**src/sle_pkg.sv**
```systemverilog
// shared constants and codes for the serial line editor
// no dependencies; imported by serial_line_editor
package sle_pkg;

    localparam int DATA_W   = 8;
    localparam int CNT_W    = 5;
    localparam int CFG_IDX_W  = 2;
    localparam int CFG_DATA_W = 6;

    localparam int LINE_CAPACITY_DEF = 32;

    // received key codes
    localparam logic [DATA_W-1:0] KEY_DELETE = 8'h7f;
    localparam logic [DATA_W-1:0] KEY_RETURN = 8'h0d;
    localparam logic [DATA_W-1:0] KEY_BELL   = 8'h07;
    localparam logic [DATA_W-1:0] STAR_BYTE  = 8'h2a;
    localparam logic [DATA_W-1:0] PRINT_LOW  = 8'd32;
    localparam logic [DATA_W-1:0] PRINT_HIGH = 8'd126;

    // result kinds
    localparam logic [1:0] KIND_ECHO  = 2'd0;
    localparam logic [1:0] KIND_CHAR  = 2'd1;
    localparam logic [1:0] KIND_EMPTY = 2'd2;

    // echo modes
    localparam logic [1:0] ECHO_OFF  = 2'd0;
    localparam logic [1:0] ECHO_CHAR = 2'd1;
    localparam logic [1:0] ECHO_STAR = 2'd2;

    // configuration register indexes
    localparam logic [CFG_IDX_W-1:0] CFG_ECHO_MODE  = 2'd0;
    localparam logic [CFG_IDX_W-1:0] CFG_MAX_LENGTH = 2'd1;

    localparam logic [1:0]            ECHO_MODE_RST  = ECHO_CHAR;
    localparam logic [CFG_DATA_W-1:0] MAX_LENGTH_RST = 6'd32;

endpackage

```
**src/sle_ram.sv**
```systemverilog
// generic single write port, single read port ram with registered read
// no dependencies
module sle_ram #(
    parameter int WIDTH = 8,
    parameter int DEPTH = 32
) (
    input  logic                     clk,
    input  logic                     wr_en,
    input  logic [$clog2(DEPTH)-1:0] wr_addr,
    input  logic [WIDTH-1:0]         wr_data,
    input  logic                     rd_en,
    input  logic [$clog2(DEPTH)-1:0] rd_addr,
    output logic [WIDTH-1:0]         rd_data
);

    logic [WIDTH-1:0] mem [DEPTH];

    always_ff @(posedge clk)
    begin
        if (wr_en)
        begin
            mem[wr_addr] <= wr_data;
        end
        if (rd_en)
        begin
            rd_data <= mem[rd_addr];
        end
    end

endmodule

```
**src/serial_line_editor.sv**
```systemverilog
// serial line editor top level: line buffer control, echo and line readout
// depends on sle_pkg and sle_ram
//
// channel   direction  handshake           payload
// in        in         in_valid/in_stall   rx_byte
// out       out        out_valid/out_stall kind, out_byte, line_length, last
// cfg       in         cfg_valid/cfg_ready cfg_index, cfg_data
//
// a byte other than carriage return is handled when accepted; its result, if any, lands in
// the output register on the accept edge
// carriage return reads the line out of the ram one beat per cycle while the output
// is not stalled, and the input is stalled until the last beat is loaded
// reset clears count, skip flag, state, readout position and output valid and loads the config defaults;
// the output payload and the line ram have no reset; a stalled output holds the current beat and stops
// the readout; input is stalled whenever the output register cannot take a new beat
module serial_line_editor
#(
    parameter int LINE_CAPACITY = sle_pkg::LINE_CAPACITY_DEF
) (
    input  logic                             clk,
    input  logic                             rst_n,

    input  logic                             in_valid,
    output logic                             in_stall,
    input  logic [sle_pkg::DATA_W-1:0]       rx_byte,

    output logic                             out_valid,
    input  logic                             out_stall,
    output logic [1:0]                       kind,
    output logic [sle_pkg::DATA_W-1:0]       out_byte,
    output logic [sle_pkg::CNT_W-1:0]        line_length,
    output logic                             last,

    input  logic                             cfg_valid,
    output logic                             cfg_ready,
    input  logic [sle_pkg::CFG_IDX_W-1:0]    cfg_index,
    input  logic [sle_pkg::CFG_DATA_W-1:0]   cfg_data
);

    import sle_pkg::*;

    localparam int ADDR_W = $clog2(LINE_CAPACITY);
    // kept characters are capped by the buffer and by the 5 bit count
    localparam int KEEP_MAX = (LINE_CAPACITY - 1 < 31) ? LINE_CAPACITY - 1 : 31;
    localparam logic [CFG_DATA_W-1:0] KEEP_MAX_V = CFG_DATA_W'(KEEP_MAX);

    typedef enum logic [1:0] {
        ST_IDLE = 2'b01,
        ST_DUMP = 2'b10
    } state_t;

    state_t               state_reg, state_next;
    logic [CNT_W-1:0]     count_reg, count_next;
    logic                 skip_reg, skip_next;
    logic [CNT_W-1:0]     idx_reg, idx_next;   // line readout position
    logic [CNT_W-1:0]     n_reg, n_next;       // length of the line being read out
    logic [1:0]           echo_mode_reg;
    logic [CFG_DATA_W-1:0] max_length_reg;

    logic                 out_valid_reg;
    logic [1:0]           kind_reg, kind_next;
    logic [DATA_W-1:0]    byte_reg, byte_next;
    logic [CNT_W-1:0]     len_reg, len_next;
    logic                 last_reg, last_next;
    logic                 out_load;

    logic                 can_load;
    logic                 in_accept;
    logic [CFG_DATA_W-1:0] lim_raw;
    logic [CFG_DATA_W-1:0] lim_eff;
    logic                 room;
    logic                 printable;
    logic [CNT_W-1:0]     idx_inc;

    logic                 ram_wr_en;
    logic                 ram_rd_en;
    logic [ADDR_W-1:0]    ram_rd_addr;
    logic [DATA_W-1:0]    ram_rd_data;

    // output register takes a beat when empty or being drained
    assign can_load  = !out_valid_reg || !out_stall;
    assign in_stall  = !((state_reg == ST_IDLE) && can_load);
    assign in_accept = in_valid && !in_stall;
    assign cfg_ready = 1'b1;

    // keep limit: max_length minus one, floored at zero, capped
    assign lim_raw   = (max_length_reg >= CFG_DATA_W'(1)) ? max_length_reg - CFG_DATA_W'(1)
                                                          : '0;
    assign lim_eff   = (lim_raw > KEEP_MAX_V) ? KEEP_MAX_V : lim_raw;
    assign room      = CFG_DATA_W'(count_reg) < lim_eff;
    assign printable = (rx_byte >= PRINT_LOW) && (rx_byte <= PRINT_HIGH);
    assign idx_inc   = idx_reg + CNT_W'(1);

    // writes happen only on printable beats in idle; readout starts on a later
    // edge, so a read never meets a write to the same entry
    sle_ram #(
        .WIDTH (DATA_W),
        .DEPTH (LINE_CAPACITY)
    ) u_line_ram (
        .clk     (clk),
        .wr_en   (ram_wr_en),
        .wr_addr (ADDR_W'(count_reg)),
        .wr_data (rx_byte),
        .rd_en   (ram_rd_en),
        .rd_addr (ram_rd_addr),
        .rd_data (ram_rd_data)
    );

    always_comb
    begin
        state_next  = state_reg;
        count_next  = count_reg;
        skip_next   = skip_reg;
        idx_next    = idx_reg;
        n_next      = n_reg;
        out_load    = 1'b0;
        kind_next   = KIND_ECHO;
        byte_next   = '0;
        len_next    = '0;
        last_next   = 1'b1;
        ram_wr_en   = 1'b0;
        ram_rd_en   = 1'b0;
        ram_rd_addr = '0;

        unique case (state_reg)
            ST_IDLE:
            begin
                if (in_accept)
                begin
                    priority if (skip_reg)
                    begin
                        // byte after a delete is swallowed
                        skip_next = 1'b0;
                    end
                    else if (rx_byte == KEY_DELETE)
                    begin
                        out_load = 1'b1;
                        if (count_reg != '0)
                        begin
                            count_next = count_reg - CNT_W'(1);
                            skip_next  = 1'b1;
                            byte_next  = KEY_DELETE;
                        end
                        else
                        begin
                            byte_next = KEY_BELL;
                        end
                    end
                    else if (rx_byte == KEY_RETURN)
                    begin
                        count_next = '0;
                        if (count_reg == '0)
                        begin
                            out_load  = 1'b1;
                            kind_next = KIND_EMPTY;
                        end
                        else
                        begin
                            // fetch the first character, beats follow from dump
                            state_next  = ST_DUMP;
                            n_next      = count_reg;
                            idx_next    = '0;
                            ram_rd_en   = 1'b1;
                            ram_rd_addr = '0;
                        end
                    end
                    else if (printable && room)
                    begin
                        ram_wr_en  = 1'b1;
                        count_next = count_reg + CNT_W'(1);
                        unique case (echo_mode_reg)
                            ECHO_CHAR:
                            begin
                                out_load  = 1'b1;
                                byte_next = rx_byte;
                            end
                            ECHO_STAR:
                            begin
                                out_load  = 1'b1;
                                byte_next = STAR_BYTE;
                            end
                            default:
                            begin
                                out_load = 1'b0;
                            end
                        endcase
                    end
                    else
                    begin
                        // ignored byte, or printable with the line full
                        out_load = 1'b0;
                    end
                end
            end
            ST_DUMP:
            begin
                // ram data holds while the output is stalled
                if (can_load)
                begin
                    out_load  = 1'b1;
                    kind_next = KIND_CHAR;
                    byte_next = ram_rd_data;
                    len_next  = n_reg;
                    last_next = (idx_inc == n_reg);
                    if (idx_inc == n_reg)
                    begin
                        state_next = ST_IDLE;
                    end
                    else
                    begin
                        idx_next    = idx_inc;
                        ram_rd_en   = 1'b1;
                        ram_rd_addr = ADDR_W'(idx_inc);
                    end
                end
            end
            default:
            begin
                state_next = ST_IDLE;
            end
        endcase
    end

    always_ff @(posedge clk or negedge rst_n)
    begin
        if (!rst_n)
        begin
            state_reg      <= ST_IDLE;
            count_reg      <= '0;
            skip_reg       <= 1'b0;
            idx_reg        <= '0;
            n_reg          <= '0;
            out_valid_reg  <= 1'b0;
            echo_mode_reg  <= ECHO_MODE_RST;
            max_length_reg <= MAX_LENGTH_RST;
        end
        else
        begin
            state_reg <= state_next;
            count_reg <= count_next;
            skip_reg  <= skip_next;
            idx_reg   <= idx_next;
            n_reg     <= n_next;
            if (out_load)
            begin
                out_valid_reg <= 1'b1;
            end
            else if (!out_stall)
            begin
                out_valid_reg <= 1'b0;
            end
            if (cfg_valid && cfg_ready)
            begin
                if (cfg_index == CFG_ECHO_MODE)
                begin
                    echo_mode_reg <= cfg_data[1:0];
                end
                else if (cfg_index == CFG_MAX_LENGTH)
                begin
                    max_length_reg <= cfg_data;
                end
            end
        end
    end

    // output payload, no reset
    always_ff @(posedge clk)
    begin
        if (out_load)
        begin
            kind_reg <= kind_next;
            byte_reg <= byte_next;
            len_reg  <= len_next;
            last_reg <= last_next;
        end
    end

    assign out_valid   = out_valid_reg;
    assign kind        = kind_reg;
    assign out_byte    = byte_reg;
    assign line_length = len_reg;
    assign last        = last_reg;

`ifndef SYNTH
    // readout position always inside the line
    a_idx_in_line: assert property (@(posedge clk) disable iff (!rst_n)
        (state_reg == ST_DUMP) |-> (idx_reg < n_reg))
        else $error("readout index past line length");

    // only line characters can be non-final beats
    a_nonlast_is_char: assert property (@(posedge clk) disable iff (!rst_n)
        (out_valid && !last) |-> (kind == KIND_CHAR))
        else $error("non-final beat that is not a line character");

    // count never exceeds what the buffer can keep
    a_count_cap: assert property (@(posedge clk) disable iff (!rst_n)
        CFG_DATA_W'(count_reg) <= KEEP_MAX_V)
        else $error("character count beyond buffer limit");

    // a readout that ends leaves a final line character in the output register
    a_dump_end: assert property (@(posedge clk) disable iff (!rst_n)
        ((state_reg == ST_DUMP) && (state_next == ST_IDLE)) |=>
            (out_valid && last && (kind == KIND_CHAR)))
        else $error("readout ended without a final character beat");
`endif

endmodule
```
**config.mk**
```make
export PLATFORM = sky130hd
export DESIGN_NAME = serial_line_editor
export DESIGN_NICKNAME = d
export VERILOG_FILES = /design/src/sle_pkg.sv /design/src/sle_ram.sv /design/src/serial_line_editor.sv
export SDC_FILE = /design/constraint.sdc
export NUM_CORES = 1
export LEC_CHECK = 0
export BUFFER_PORTS_ARGS = -buffer_cell sky130_fd_sc_hd__clkbuf_2
export CORE_ASPECT_RATIO = 1.5
export CORE_MARGIN = 2
export CORE_UTILIZATION = 62
export CTS_CLUSTER_SIZE = 8
export DETAILED_ROUTE_END_ITERATION = 6
export PLACE_DENSITY = 0.82
export SYNTH_ARGS = -nofsm -noshare
export SYNTH_HDL_FRONTEND = slang
export SYNTH_HIERARCHICAL = 1
export SYNTH_SLANG_ARGS = --single-unit
```
**constraint.sdc**
```tcl
create_clock -name clk -period 5 [get_ports clk]
set_input_delay 0 -clock clk [delete_from_list [all_inputs] [get_ports clk]]
set_output_delay 0 -clock clk [all_outputs]
set_load 0.02 [all_outputs]
```
[Word level (Yosys, flattened, before mapping)]
Memory sizes are Yosys's and may differ from the RTL's. A register that Yosys moved wholly into a read port is not among the register bits.
Index checks and enable logic that the tools add are counted.
Storage, ports and cells
  memories kept: 1
  input port bits: 21
  register bits: 43
  memory bits (read-only): 0
  bits in latches: 0
  word-level logic and storage cells: 137
  RAM bits: 256
Memories
  u_line_ram.mem: depth 32, bits a word 8, read ports 1, clocked after Yosys merged registers in 1, wr ports 1, RTL line sle_ram.sv:16  | logic [WIDTH-1:0] mem [DEPTH];
Cells by class
  equality and inequality tests: 18
  multipliers: 0
  $add $sub $neg: 4
  $lt $le $gt $ge: 5
  bitwise logic cells: 4
  div/mod/pow operators: 0
  mux-type cells: 71
  shift operators: 0
  reductions and logical operators: 22
Operators with widths (count)
  5-bit 2-to-1 mux: 14
  8-bit 2-to-1 mux: 6
  8-bit one-hot mux with 2 select lines: 2
  1-bit 2-to-1 mux: 29
  2-bit 2-to-1 mux: 12
  2-bit != test, second input constant: 7
  6-bit 2-to-1 mux: 2
  5-bit by 1-bit adder with 5-bit output, second input constant: 2
  5-bit one-hot mux with 2 select lines: 1
  8-bit by 4-bit == test with 1-bit output, second input constant: 1
  8-bit by 7-bit == test with 1-bit output, second input constant: 1
  8-bit by 6-bit >= comparator with 1-bit output, second input constant: 1
  8-bit by 7-bit less-or-equal comparator with 1-bit output, second input constant: 1
  2-bit one-hot mux with 2 select lines: 2
  8-bit AND reduction: 1
  7-bit 2-to-1 mux: 1
  7-bit AND reduction: 1
  2-bit by 1-bit == test with 1-bit output, second input constant: 3
  6-bit by 1-bit >= comparator with 1-bit output, second input constant: 1
  6-bit by 5-bit > comparator with 1-bit output, second input constant: 1
  5-bit by 6-bit < comparator with 1-bit output: 1
  2-bit by 1-bit != test with 1-bit output, second input constant: 3
  2-bit AND reduction: 3
  6-bit AND reduction: 1
  17 further kinds: 27

[Logic depth before layout (Yosys ltp)]
  depth in word-level cells: 14
  gate-level depth with buffers: 14
  depth with buffers taken out: 12

[Modules after synthesis]
The synthesis kept the hierarchy.
By module, submodules not included
  sle_ram: sequential area each 7927.6 µm², cells an instance 417, times used 1, area each 10133.5 µm²
  serial_line_editor: sequential area each 1159.9 µm², cells an instance 258, times used 1, area each 2687.6 µm²

[Worst setup path after synthesis]
Ideal clock, no wire load.
  kind: flip-flop to flip-flop
  start: register max_length_reg[0]
  end: memory u_line_ram.mem[28][0], enable pin
  cell stages (with the launch flop): 14
  setup slack: 0.822 ns
  arrival: 3.808 ns
  setup time: 0.370 ns
  buffers on the path: 2
  path through: dfrtp_1 > inv_1 > ha_1 > or3b_2 > or2_2 > a22oi_1 > ha_1 > o2111a_1 > a211oi_1 > clkbuf_1 > and2_1 > or3b_2 > clkbuf_1 > nor2_1
On the way
  longest elaborated chain between the ends: 14
  elaborated cells on any way between the ends: 15
  those cells by class: add/sub: 1; order compare: 3; mux: 10; reduce/logical: 1
RTL lines
  from (decl): RTL line serial_line_editor.sv:58  | logic [CFG_DATA_W-1:0] max_length_reg;
  from (signal assigned): RTL line serial_line_editor.sv:260  | max_length_reg <= cfg_data;
  6-bit by 1-bit subtractor with 6-bit output / 6-bit by 1-bit >= comparator with 1-bit output (equally long branches): RTL line serial_line_editor.sv:87  | assign lim_raw = (max_length_reg >= CFG_DATA_W'(1)) ? max_length_reg - CFG_DATA_W'(1)
  6-bit 2-to-1 mux (*): RTL line serial_line_editor.sv:87
  6-bit by 5-bit > comparator with 1-bit output: RTL line serial_line_editor.sv:89  | assign lim_eff = (lim_raw > KEEP_MAX_V) ? KEEP_MAX_V : lim_raw;
  6-bit 2-to-1 mux (*): RTL line serial_line_editor.sv:89
  5-bit by 6-bit < comparator with 1-bit output (*): RTL line serial_line_editor.sv:90  | assign room = CFG_DATA_W'(count_reg) < lim_eff;
  1-bit logical AND (*): RTL line serial_line_editor.sv:167  | else if (printable && room)
  1-bit 2-to-1 mux (*): RTL line serial_line_editor.sv:167
  1-bit 2-to-1 mux (*): RTL line serial_line_editor.sv:149  | else if (rx_byte == KEY_RETURN)
  1-bit 2-to-1 mux (*): RTL line serial_line_editor.sv:135  | else if (rx_byte == KEY_DELETE)
  1-bit 2-to-1 mux (*): RTL line serial_line_editor.sv:130  | priority if (skip_reg)
  1-bit 2-to-1 mux (*): RTL line serial_line_editor.sv:128  | if (in_accept)
  1-bit 2-to-1 mux (*): RTL line serial_line_editor.sv:125  | unique case (state_reg)
  net ram_wr_en: RTL line serial_line_editor.sv:75  | logic ram_wr_en;
  1-bit 2-to-1 mux (*): RTL line sle_ram.sv:20  | if (wr_en)
  1-bit 2-to-1 mux (implied by the code) (*): RTL line sle_ram.sv:22  | mem[wr_addr] <= wr_data;
  to (decl): RTL line sle_ram.sv:16
The timed path passes the listed nets; every way through them passes the cells marked *.

[Final worst setup path]
  start: register max_length_reg[0]
  end: memory u_line_ram.mem[0][3], enable pin
Same word-level chain as after synthesis.

==> PnR_summary.wiki <==
{| class="wikitable"
! Metric !! Value
|-
| Outcome || complete, no violations
|-
| Most repeated cell in the gate-level netlist after synthesis || sky130_fd_sc_hd__edfxtp_1
|-
| Final routed wirelength across all metal layers || 30300 microns
|-
| First-pass GRT wire length || 45500 microns
|-
| Register area share after synthesis || 0.709
|-
| Routed Antenna Nets || 0
|-
| DR WL/cell || 28.8 microns
|-
| Port-buffer cells || 38
|-
| DRT iter0 DRCs || 922
|-
| NumNets Final || 805
|-
| Number of flip-flops in the largest register || 256
|-
| Syn. warnings || 6
|-
| Filler Cell Count || 1159
|-
| Global placer's final weighted congestion || 0.919
|-
| Clock root buffer || sky130_fd_sc_hd__clkbuf_16
|-
| Critical path launch point type || register
|-
| Reg2Reg Depth || 12
|-
| Setup TNS || 0 ns
|-
| # resized after CTS || 0
|-
| Setup repair after global routing missed its margin || false
|-
| Maximum clock frequency || 225 MHz
|-
| List of most frequent post-synthesis cells || 280 x sky130_fd_sc_hd__edfxtp_1, 80 x sky130_fd_sc_hd__mux4_2, 48 x sky130_fd_sc_hd__nor2_1
|-
| Clock input transition at the sequential cells of the worst setup and hold paths || 0.05 ns
|-
| Total I/O pin count || 40
|-
| Dpl cell area || 0.0134 sq mm
|-
| Power density over cell area || 479 mW/mm^2
|-
| Cts-stage hold buffer count || 14
|-
| GRT met3 Usage || 0.0547
|-
| Classification of the worst-slack hold path || primary input to async pin
|-
| Cells after DPL || 975
|-
| Growth of design area from synthesis to finish || 15.2%
|-
| Layout cells sized above 1 || 0.302
|-
| Flip-flop and latch count after synthesis || 307
|-
| Worst Setup Path Type || register to register
|-
| Number of violations of the max-capacitance limit || 0
|-
| Worst Path Arrival || 4.60 ns
|-
| Final slew viol count || 0
|-
| Antenna violations before repair || 0
|-
| Die height || 180 microns
|-
| Post-Syn Nets || 709
|-
| Post-detailed-route via-to-cell ratio || 6.86
|-
| Final period utilization || 0.889
|-
| Total number of H-tree levels || 2
|-
| Leakage power || 4.91 nW
|-
| Worst slew margin relative to its limit || 0.395
|-
| Hold Vio Cnt, Final || 0
|-
| Number of synthesized flops with an enable pin || 280
|-
| Cell type with the highest aggregate area in the netlist || sky130_fd_sc_hd__edfxtp_1
|-
| Pre-Repair DR Iteration Count || 5
|-
| Clock Skews || 0.0164 ns
|-
| TritonCTS sink count || 307
|-
| Half-perimeter wire length after detailed placement || 18200 microns
|-
| Most used flip-flop cell after synthesis || sky130_fd_sc_hd__edfxtp_1
|-
| TritonCTS Buffers || 44
|-
| Leading cell types by total area after synthesis || sky130_fd_sc_hd__edfxtp_1 66%, sky130_fd_sc_hd__mux4_2 14%, sky130_fd_sc_hd__dfrtp_1 4.7%
|-
| Number of setup violations in the final report || 0
|-
| Count of cell types in the netlist || 63
|-
| Maximum vdd drop || 0.000356 V
|-
| Time the worst path needs with I/O delays and setup || 4.45 ns
|-
| Clock tree from TritonCTS || built
|-
| Global Route met2 Usage || 0.490
|-
| Post-route DRC violation count || 0
|-
| Grt total ovfl || 0
|-
| Busiest grt layer || met2
|-
| Vias post-DR || 7219
|-
| Die Area || 0.0219 sq mm
|-
| Width of the chip || 121 microns
|-
| Required time of the worst setup path || 5.15 ns
|-
| Worst-case clock buffer depth || 3
|-
| Initial cell density of the core || 0.630
|-
| Slew at the pin closest to its max-slew limit || 0.899 ns
|-
| Proportion of synthesized flip-flops having asynchronous set or reset || 0.0879
|-
| Clock latency on the worst-skew pair || 0.53 ns
|-
| Diode count || 0
|-
| Post-layout instance count excluding filler cells || 1053
|-
| Area of all placed cells without fillers || 0.0148 sq mm
|-
| Floorplan row count || 64
|-
| Mean instance size in the synthesized netlist || 19.0 sq um
|-
| Core area || 0.0203 sq mm
|-
| Post-synthesis instance area || 0.0128 sq mm
|-
| Largest net degree at the start of global routing || 65
|-
| Largest register by flop count || u_line_ram/mem
|-
| Global router's overall resource usage || 0.287
|-
| Buffer count from post-CTS setup fixing || 0
|-
| Yosys top cell area share || 0.656
|-
| Type of destination of the critical path || register
|-
| Synthesized instance count || 675
|-
| Number of global-route vias before repair || 7623
|-
| Global routing met1 resource utilization || 0.345
|-
| Maximum fanout along the worst path || 8
|}
==> layout by cell type, fill, tap and decap left out, types with 7 or more instances in the layout <==
cell type,instances
sky130_fd_sc_hd__mux2_2,21
sky130_fd_sc_hd__buf_4,25
sky130_fd_sc_hd__clkbuf_2,38
sky130_fd_sc_hd__clkbuf_1,16
sky130_fd_sc_hd__dfrtp_1,24
sky130_fd_sc_hd__o21ai_0,12
sky130_fd_sc_hd__nand2_1,19
sky130_fd_sc_hd__and2_1,7
sky130_fd_sc_hd__ha_1,13
sky130_fd_sc_hd__nor2_1,46
sky130_fd_sc_hd__inv_1,16
sky130_fd_sc_hd__xnor2_1,8
sky130_fd_sc_hd__clkbuf_16,45
sky130_fd_sc_hd__edfxtp_1,280
sky130_fd_sc_hd__dlygate4sd3_1,14
sky130_fd_sc_hd__a21oi_1,14
sky130_fd_sc_hd__mux4_2,80
==> path summary, 6_finish.rpt <==
| path | from | slack, ns | to |
|---|---|---|---|
| max reg2reg | max_length_reg[0] | 0.55 | u_line_ram/mem[0][3] |
| min in group clk | cfg_valid | 0.05 | max_length_reg[2] |
| min | rst_n | 0.05 | count_reg[2] |
| max | max_length_reg[0] | 0.55 | u_line_ram/mem[0][3] |
| max in group asynchronous | rst_n | 4.47 | state_reg[1] |
| min reg2reg | u_line_ram/rd_data[7] | 0.52 | out_byte[7] |
==> final cells by class <==
class                   instances  area (sq um)  area share
repair buffers                 78           538      0.0364
flip-flops and latches        307          9090       0.615
clock buffers                  61          1190      0.0803
well taps                     264           330      0.0224
multi-input cells             323          3540       0.240
clock inverters                 3          25.0     0.00169
inverters                      17          66.3     0.00449
==> metrics by stage <==
step                      hold slack [ns]   util  power (mW)  worst slack (ns)
after CTS                          0.0515  0.726        7.09             0.583
after global placement             0.0723  0.660        4.39             0.716
final                              0.0518  0.726        7.08             0.553
after floorplan                    -0.296      -        4.05             0.822
after global routing               0.0733  0.726        7.30             0.426
after detailed placement           0.0794  0.660        4.46             0.638
==> critical path, stage by stage (launching register included) <==
cell	delay, ns
sky130_fd_sc_hd__dfrtp_1	0.41
sky130_fd_sc_hd__inv_1	0.08
sky130_fd_sc_hd__ha_1	0.18
sky130_fd_sc_hd__or3b_2	0.50
sky130_fd_sc_hd__or2_2	0.35
sky130_fd_sc_hd__o21ai_0	0.11
sky130_fd_sc_hd__ha_1	0.28
sky130_fd_sc_hd__a21oi_1	0.13
sky130_fd_sc_hd__o22ai_1	0.09
sky130_fd_sc_hd__a211oi_1	0.36
sky130_fd_sc_hd__and2_1	0.30
sky130_fd_sc_hd__or3b_2	0.64
sky130_fd_sc_hd__nor2_1	0.61
==> cells by family after synthesis <==
logic type	after synthesis	synth area share
AO/OA/AOI/OAI	69	0.0379
XOR/XNOR	12	0.0105
adder cells (fa/ha/maj)	13	0.0127
buffers and inverters	45	0.0168
flip-flops	307	0.709
multiplexers	106	0.163
other	1	0.000292
AND/OR/NAND/NOR	122	0.0502
==> metal layers <==
layer	share of wire	vias up
met2	0.53	508
met1	0.33	3667
met4	0.053	0
met3	0.085	107
li1	-	2937
met5	0	-
==> report_power, final <==
part	leakage [nW]	switching [mW]	internal, mW
clock	0.583	0.998	1.62
sequential	2.86	0.152	2.95
combinational	1.47	0.769	0.582
total	4.91	1.92	5.16
(Power assumes the default switching activity.)
